### config.mk
export PLATFORM = sky130hd
export DESIGN_NAME = dna_codon_translator
export DESIGN_NICKNAME = d
export VERILOG_FILES = /design/src/rtl/dct_pkg.sv /design/src/rtl/dna_codon_translator.sv /design/src/rtl/dct_lookup.sv /design/src/rtl/dct_codon_translator_top_placeholder.sv
export SDC_FILE = /design/constraint.sdc
export NUM_CORES = 1
export LEC_CHECK = 0
export BUFFER_PORTS_ARGS = -buffer_cell sky130_fd_sc_hd__buf_2
export CORE_ASPECT_RATIO = 1.25
export CORE_MARGIN = 5
export CORE_UTILIZATION = 45
export CTS_BUF_LIST = sky130_fd_sc_hd__clkbuf_8
export DETAILED_ROUTE_END_ITERATION = 8
export PLACE_DENSITY = 0.65
export SYNTH_ARGS = -nofsm -noshare
export SYNTH_HDL_FRONTEND = slang
export SYNTH_HIERARCHICAL = 1
export SYNTH_SLANG_ARGS = --single-unit
### constraint.sdc
create_clock -name i_clk -period 4.59 [get_ports i_clk]
set_input_delay 0.2295 -clock i_clk [delete_from_list [all_inputs] [get_ports i_clk]]
set_output_delay 0.2295 -clock i_clk [all_outputs]
set_load 0.05 [all_outputs]
### src/rtl/dct_pkg.sv
// Package with the item types, base codes and codon decode functions of the codon translator.
package dct_pkg;

    // ASCII codes of the DNA and mRNA bases.
    localparam logic [7:0] CHAR_A = 8'h41;
    localparam logic [7:0] CHAR_C = 8'h43;
    localparam logic [7:0] CHAR_G = 8'h47;
    localparam logic [7:0] CHAR_T = 8'h54;
    localparam logic [7:0] CHAR_U = 8'h55;

    // One-letter amino acid codes.
    localparam logic [7:0] AA_ALA = 8'h41; // A
    localparam logic [7:0] AA_CYS = 8'h43; // C
    localparam logic [7:0] AA_ASP = 8'h44; // D
    localparam logic [7:0] AA_GLU = 8'h45; // E
    localparam logic [7:0] AA_PHE = 8'h46; // F
    localparam logic [7:0] AA_GLY = 8'h47; // G
    localparam logic [7:0] AA_HIS = 8'h48; // H
    localparam logic [7:0] AA_ILE = 8'h49; // I
    localparam logic [7:0] AA_LYS = 8'h4B; // K
    localparam logic [7:0] AA_LEU = 8'h4C; // L
    localparam logic [7:0] AA_MET = 8'h4D; // M
    localparam logic [7:0] AA_ASN = 8'h4E; // N
    localparam logic [7:0] AA_PRO = 8'h50; // P
    localparam logic [7:0] AA_GLN = 8'h51; // Q
    localparam logic [7:0] AA_ARG = 8'h52; // R
    localparam logic [7:0] AA_SER = 8'h53; // S
    localparam logic [7:0] AA_THR = 8'h54; // T
    localparam logic [7:0] AA_VAL = 8'h56; // V
    localparam logic [7:0] AA_TRP = 8'h57; // W
    localparam logic [7:0] AA_TYR = 8'h59; // Y
    localparam logic [7:0] AA_BAD = 8'h5A; // Z, stop or unknown codon

    // Two-bit codes of the four mRNA bases, used to index the codon table.
    localparam logic [1:0] IDX_A = 2'd0;
    localparam logic [1:0] IDX_C = 2'd1;
    localparam logic [1:0] IDX_G = 2'd2;
    localparam logic [1:0] IDX_U = 2'd3;

    typedef struct packed {
        logic [7:0] base;
        logic       strand_end;
    } t_in_item;

    typedef struct packed {
        logic [7:0] amino_code;
        logic       bad_codon;
        logic [7:0] mrna_first;
        logic [7:0] mrna_second;
        logic [7:0] mrna_third;
        logic       last_codon;
    } t_out_item;

    // DNA base to its mRNA complement; other bytes pass through.
    function automatic logic [7:0] to_mrna(input logic [7:0] b);
        logic [7:0] m;
        case (b)
            CHAR_A:  m = CHAR_U;
            CHAR_C:  m = CHAR_G;
            CHAR_G:  m = CHAR_C;
            CHAR_T:  m = CHAR_A;
            default: m = b;
        endcase
        return m;
    endfunction

    // mRNA base to {known, index}.
    function automatic logic [2:0] base_index(input logic [7:0] b);
        logic [2:0] r;
        case (b)
            CHAR_A:  r = {1'b1, IDX_A};
            CHAR_C:  r = {1'b1, IDX_C};
            CHAR_G:  r = {1'b1, IDX_G};
            CHAR_U:  r = {1'b1, IDX_U};
            default: r = 3'b000;
        endcase
        return r;
    endfunction

    // Standard genetic code over the 64 codons; stop codons give the bad code.
    // Bit 0 of the third base's index is set for the pyrimidines C and U.
    function automatic logic [7:0] codon_amino(input logic [5:0] idx);
        logic [7:0] aa;
        logic [1:0] third;
        third = idx[1:0];
        case (idx[5:2])
            {IDX_U, IDX_U}: aa = third[0] ? AA_PHE : AA_LEU;
            {IDX_U, IDX_C}: aa = AA_SER;
            {IDX_U, IDX_A}: aa = third[0] ? AA_TYR : AA_BAD;
            {IDX_U, IDX_G}: begin
                case (third)
                    IDX_A:   aa = AA_BAD;
                    IDX_G:   aa = AA_TRP;
                    default: aa = AA_CYS;
                endcase
            end
            {IDX_C, IDX_U}: aa = AA_LEU;
            {IDX_C, IDX_C}: aa = AA_PRO;
            {IDX_C, IDX_A}: aa = third[0] ? AA_HIS : AA_GLN;
            {IDX_C, IDX_G}: aa = AA_ARG;
            {IDX_A, IDX_U}: aa = (third == IDX_G) ? AA_MET : AA_ILE;
            {IDX_A, IDX_C}: aa = AA_THR;
            {IDX_A, IDX_A}: aa = third[0] ? AA_ASN : AA_LYS;
            {IDX_A, IDX_G}: aa = third[0] ? AA_SER : AA_ARG;
            {IDX_G, IDX_U}: aa = AA_VAL;
            {IDX_G, IDX_C}: aa = AA_ALA;
            {IDX_G, IDX_A}: aa = third[0] ? AA_ASP : AA_GLU;
            {IDX_G, IDX_G}: aa = AA_GLY;
            default:        aa = AA_BAD;
        endcase
        return aa;
    endfunction

endpackage

### src/rtl/dna_codon_translator.sv
// Top level of the codon translator: base stream in, translated codons out.
// A codon's result passes through the codon register and then the output register.
// Throughput: one base item per cycle while o_in_stall is low; every completed codon yields one result item.
// Only the output handshake can stall the input, through the two registered stages.
// Reset is synchronous and active low; it clears the codon position and both
// valid flags, so the first base after reset starts a new codon.
module dna_codon_translator (
    input  logic                i_clk,
    input  logic                i_rst_n,
    input  logic                i_in_valid,
    output logic                o_in_stall,
    input  dct_pkg::t_in_item   i_in_item,
    output logic                o_out_valid,
    input  logic                i_out_stall,
    output dct_pkg::t_out_item  o_out_item
);

    logic               in_acc;
    logic               out_ready;
    logic               cod_valid;
    logic               cod_move;
    logic [7:0]         cod_first;
    logic [7:0]         cod_second;
    logic [7:0]         cod_third;
    logic               cod_last;
    dct_pkg::t_out_item lut_item;
    logic               r_out_valid;
    dct_pkg::t_out_item r_out_item;

    // The output register can take a new item when it is empty or being read.
    assign out_ready  = !r_out_valid || !i_out_stall;
    // A finished codon moves to the output register whenever there is room.
    assign cod_move   = cod_valid && out_ready;
    // The input only waits when a complete codon is stuck in the assembly stage.
    assign o_in_stall = cod_valid && !out_ready;
    assign in_acc     = i_in_valid && !o_in_stall;

    // First stage: complements each base, holds the first two, and registers
    // the complete codon when the third base arrives. Partial codons at the
    // strand end are dropped there.
    dct_assemble u_assemble (
        .i_clk    (i_clk),
        .i_rst_n  (i_rst_n),
        .i_acc    (in_acc),
        .i_item   (i_in_item),
        .i_drain  (cod_move),
        .o_valid  (cod_valid),
        .o_first  (cod_first),
        .o_second (cod_second),
        .o_third  (cod_third),
        .o_last   (cod_last)
    );

    // Second stage: table lookup between the codon register and the result register.
    dct_lookup u_lookup (
        .i_first  (cod_first),
        .i_second (cod_second),
        .i_third  (cod_third),
        .i_last   (cod_last),
        .o_item   (lut_item)
    );

    always_ff @(posedge i_clk) begin
        if (!i_rst_n) begin
            r_out_valid <= 1'b0;
        end else if (out_ready) begin
            r_out_valid <= cod_valid;
        end
        if (cod_move) begin
            r_out_item <= lut_item;
        end
    end

    assign o_out_valid = r_out_valid;
    assign o_out_item  = r_out_item;

endmodule

### src/rtl/dct_lookup.sv
// Codon table lookup that turns three mRNA bases into one result item.
module dct_lookup (
    input  logic [7:0]           i_first,
    input  logic [7:0]           i_second,
    input  logic [7:0]           i_third,
    input  logic                 i_last,
    output dct_pkg::t_out_item   o_item
);

    logic [2:0] idx_first;
    logic [2:0] idx_second;
    logic [2:0] idx_third;
    logic       all_known;
    logic [7:0] letter;

    assign idx_first  = dct_pkg::base_index(i_first);
    assign idx_second = dct_pkg::base_index(i_second);
    assign idx_third  = dct_pkg::base_index(i_third);
    assign all_known  = idx_first[2] & idx_second[2] & idx_third[2];

    // A codon with any byte outside the four bases is unknown.
    assign letter = all_known
        ? dct_pkg::codon_amino({idx_first[1:0], idx_second[1:0], idx_third[1:0]})
        : dct_pkg::AA_BAD;

    always_comb begin
        o_item.amino_code  = letter;
        o_item.bad_codon   = (letter == dct_pkg::AA_BAD);
        o_item.mrna_first  = i_first;
        o_item.mrna_second = i_second;
        o_item.mrna_third  = i_third;
        o_item.last_codon  = i_last;
    end

endmodule

### src/rtl/dct_codon_translator_top_placeholder.sv
// Codon assembly register stage of the codon translator.
module dct_assemble (
    input  logic                i_clk,
    input  logic                i_rst_n,
    input  logic                i_acc,
    input  dct_pkg::t_in_item   i_item,
    input  logic                i_drain,
    output logic                o_valid,
    output logic [7:0]          o_first,
    output logic [7:0]          o_second,
    output logic [7:0]          o_third,
    output logic                o_last
);

    logic [7:0] m;
    logic [1:0] r_pos;
    logic [7:0] r_held_first;
    logic [7:0] r_held_second;
    logic       r_valid;
    logic [7:0] r_first;
    logic [7:0] r_second;
    logic [7:0] r_third;
    logic       r_last;

    assign m = dct_pkg::to_mrna(i_item.base);

    // Position three cannot occur; it behaves like two through r_pos[1].
    always_ff @(posedge i_clk) begin
        if (!i_rst_n) begin
            r_pos   <= 2'd0;
            r_valid <= 1'b0;
        end else begin
            if (i_drain) begin
                r_valid <= 1'b0;
            end
            if (i_acc) begin
                if (r_pos[1]) begin
                    r_first  <= r_held_first;
                    r_second <= r_held_second;
                    r_third  <= m;
                    r_last   <= i_item.strand_end;
                    r_valid  <= 1'b1;
                    r_pos    <= 2'd0;
                end else if (r_pos[0]) begin
                    r_held_second <= m;
                    r_pos         <= i_item.strand_end ? 2'd0 : 2'd2;
                end else begin
                    r_held_first <= m;
                    r_pos        <= i_item.strand_end ? 2'd0 : 2'd1;
                end
            end
        end
    end

    assign o_valid  = r_valid;
    assign o_first  = r_first;
    assign o_second = r_second;
    assign o_third  = r_third;
    assign o_last   = r_last;

endmodule

==> qor.csv <==
stage,metric,value,unit
clock_network,CTS tree,built,
worst_setup_path,CP Capture Type,register,
power,Seq pwr share,0.629,
global_routing,number of global-route vias before repair,1732,
yosys,mux contribution to synthesized area,0.003321,
detailed_routing,routed vias,1858,
yosys,Yosys top cell by area,edfxtp_1,
clock_network,CTS Buf Count,9,
global_routing,Overflow after GRT,0,
yosys,most used standard cell by instance count after synthesis,edfxtp_1,
floorplan,num rows,35,
worst_setup_path,Critical R2R Launch,u_assemble/o_first[3],
power,worst vdd ir,0.1488,mV
floorplan,die width,87.64,um
placed_design,routability cong.,0.8726,
yosys,Mapped Area,3391,um2
sta,Fin. Hold Viols,0,
yosys,area share of the largest cell type after synthesis,0.6642,
power,Psw,267.0,uW
sta,final setup violation count,0,
layout,fin cells,356,
sta,setup ws final,1.910,ns
layout,share of post-route cells with drive strength above 1,0.3182,
worst_setup_path,Startpoint Class,register,
worst_setup_path,Max stage delay on crit path,0.58,ns
flow_run,Max-Cap Viols,0,
layout,# diodes,0,
floorplan,IO Count,49,
yosys,xor/xnor share of the synthesized area,0,
clock_network,CTS resizes,0,
global_routing,initial antenna violation count,0,
yosys,synthesized area per cell,14.62,um2
layout,Area Growth Syn to Fin,8.893,%
sta,worst hold margin,0.1029,ns
sta,max frequency,373.1,MHz
yosys,Post-synth top flop,edfxtp_1,
yosys,Ys Warns,6,
yosys,post-synthesis sequential area ratio,0.6878,
detailed_routing,Initial DRT Pass Iterations,4,
clock_network,"Clk pin slew, worst setup/hold paths",0.08,ns
worst_setup_path,"Data required, critical path",4.68,ns
power,Comb pwr share,0.027,
worst_setup_path,"slowest stage cell, crit path",or4_4,
placed_design,DP Cell Count,340,
detailed_routing,Routed WL,5447,um
worst_setup_path,CP Class,reg2reg,
worst_setup_path,crit path max fanout,5,
yosys,main combinational cell family by area after synthesis,simple AND/OR/NAND/NOR gates,
layout,fin area,3692,um2
yosys,post-synthesis adder-cell area fraction,0,
detailed_routing,initial drt markers,138,
worst_setup_path,worst setup path start,u_assemble/o_first[3],
placed_design,dpl cell area,3526,um2
sta,Tcrit/Tclk final,0.5839,
yosys,Area contributors post-synth,"edfxtp_1 66%, buf_4 6.2%, dfxtp_1 2.4%, a21oi_1 1.9%, o21ai_0 1.2%",
detailed_routing,Routed Antenna Nets,0,
floorplan,Die ar.,9382,um2
clock_network,CTS Buffer Depth,2,
clock_network,clk sinks,79,
detailed_routing,drt wl/cell,15.30,um
worst_setup_path,Crit path top cell by count,or4_4,
placed_design,Port Buffers,48,
global_routing,first-pass GRT wire length,8721,um
clock_network,setup bufs post-CTS,0,
yosys,post-synthesis compound-gate area fraction,0.09077,
sta,Tmin final,2.680,ns
yosys,post-synthesis cell count,232,
worst_setup_path,critical-path cell list,"nor4b_2, nand2_1, or4_4, or4_4, o311a_1",
sta,TNS Setup,0,ns
sta,worst rel slew slack,0.2500,
yosys,post-synthesis simple-gate area fraction,0.1376,
clock_network,Skew-Pair Late Insertion Delay,0.34,ns
sta,RSZ-0062 raised after global routing,no,
worst_setup_path,Critical path buffers and inverters,0,
worst_setup_path,"Arr. time, crit path",2.77,ns
yosys,Async SR Flop Fraction,0,
sta,clk_skew,0.01040,ns
sta,"Slew Viols, Final",0,
sta,Slew @ Worst Pin,1.125,ns
clock_network,H-tree lvl count,3,
yosys,Commonest cells post-synth,"75 x edfxtp_1, 28 x buf_4, 13 x a21oi_1",
clock_network,CTS Hold Bufs,0,
floorplan,Initial Util,0.4609,
global_routing,Tot GR Track Use,0.1258,
power,pwr dens,341.7,nW/um2
yosys,Seq cells post-synth,79,
placed_design,Post-DP HPWL,3888,um
run_status,status,"complete, no violations",
power,sw frac,0.2116,
clock_network,Root Driver,clkbuf_8,
global_routing,largest net degree at the start of global routing,36,
floorplan,Core Area,7357,um2
yosys,"EDFF count, synth",75,
worst_setup_path,critical path's top delay family,simple AND/OR/NAND/NOR gates,
power,Cell Int Power,994.7,uW
power,Clock Power Share,0.344,
placed_design,post-place setup slack,2.024,ns
floorplan,Die Y-Extent,107.1,um
detailed_routing,DRC viols,0,
layout,"Net count, final",272,
worst_hold_path,hold_sp,i_in_item[0],
detailed_routing,DR vias/cell,5.219,
yosys,Unique masters post-synth,55,
power,Leak,0.001272,uW
worst_hold_path,HP Class,in2reg,
==> worst reg2reg max path, stage by stage (launching register included) <==
cell and delay, ns:
edfxtp_1 0.41, nor4b_2 0.57, nand2_1 0.17, or4_4 0.58, or4_4 0.56, o311a_1 0.14
==> stage by stage <==
stage	utilization	total power [uW]
6_report	0.5019	1262
3_3_place_gp	0.4793	843.3
5_1_grt	0.5019	1313
2_1_floorplan	-	833.3
4_1_cts	0.5019	1272
3_5_place_dp	0.4793	844.5
==> state kept, by name, summed over array words and instances, names as in the netlist <==
name / cells
u_assemble/r_pos: 2
u_assemble/r_held_second: 8
u_assemble/o_last: 1
o_out_valid: 1
o_out_item: 34
u_assemble/o_second: 8
u_assemble/o_first: 8
u_assemble/o_valid: 1
u_assemble/r_held_first: 8
u_assemble/o_third: 8
==> layout by cell type, fill, tap and decap left out, drive strengths merged, types with 2 or more instances in the layout <==
cell	n
a211o	2
a211oi	2
a21boi	2
a21oi	13
and3	6
and3b	4
buf	48
clkbuf	9
clkinv	3
conb	3
dfxtp	4
edfxtp	75
inv	11
nand2	10
nand2b	3
nand3	4
nand3b	2
nand4	2
nor2	10
nor2b	6
nor3	3
nor3b	2
nor4b	3
o211ai	2
o21ai	8
o21bai	2
o2bb2ai	2
o31ai	2
or2	2
or4	3
==> logic make-up after synthesis <==
group / count (synthesis)
DFF: 79
other: 2
muxes: 1
and+or+nand+nor: 65
buffers and inverters: 41
AOI/OAI and AO/OA: 44
==> routing by layer <==
metal	vias to the layer above	global-route usage	wire, um	share of wire
li1	905	-	-	-
met1	859	0.1495	2296	0.42
met2	77	0.1945	2580	0.47
met3	17	0.02690	350	0.064
met4	0	0.09868	219	0.040
met5	-	0	0	0
==> layout make-up <==
type / count / area [um2]
Inverter: 8 / 30.03
Clock inverter: 7 / 42.54
Sequential cell: 79 / 2332
Multi-Input combinational cell: 113 / 808.3
Tap cell: 92 / 115.1
Fill cell: 648 / 3665
Timing Repair Buffer: 48 / 240.2
Clock buffer: 9 / 123.9
==> power groups by stage <==
stage	clock [uW]	sequential [uW]	combinational [uW]
6_report	434	794	33.8
5_1_grt	481	795	37.0
4_1_cts	444	794	34.0
3_5_place_dp	0	811	34.0
3_3_place_gp	0	810	33.0
2_1_floorplan	0	816	17.0
==> final timing paths <==
check	to	depth (start not counted)	slack [ns]
max	o_out_item[25]	5	1.91
min	u_assemble/o_last	1	0.10
max reg2reg	o_out_item[25]	5	1.91
min reg2reg	u_assemble/o_first[3]	0	0.42
Note: power is estimated with default switching activity, not from simulation.
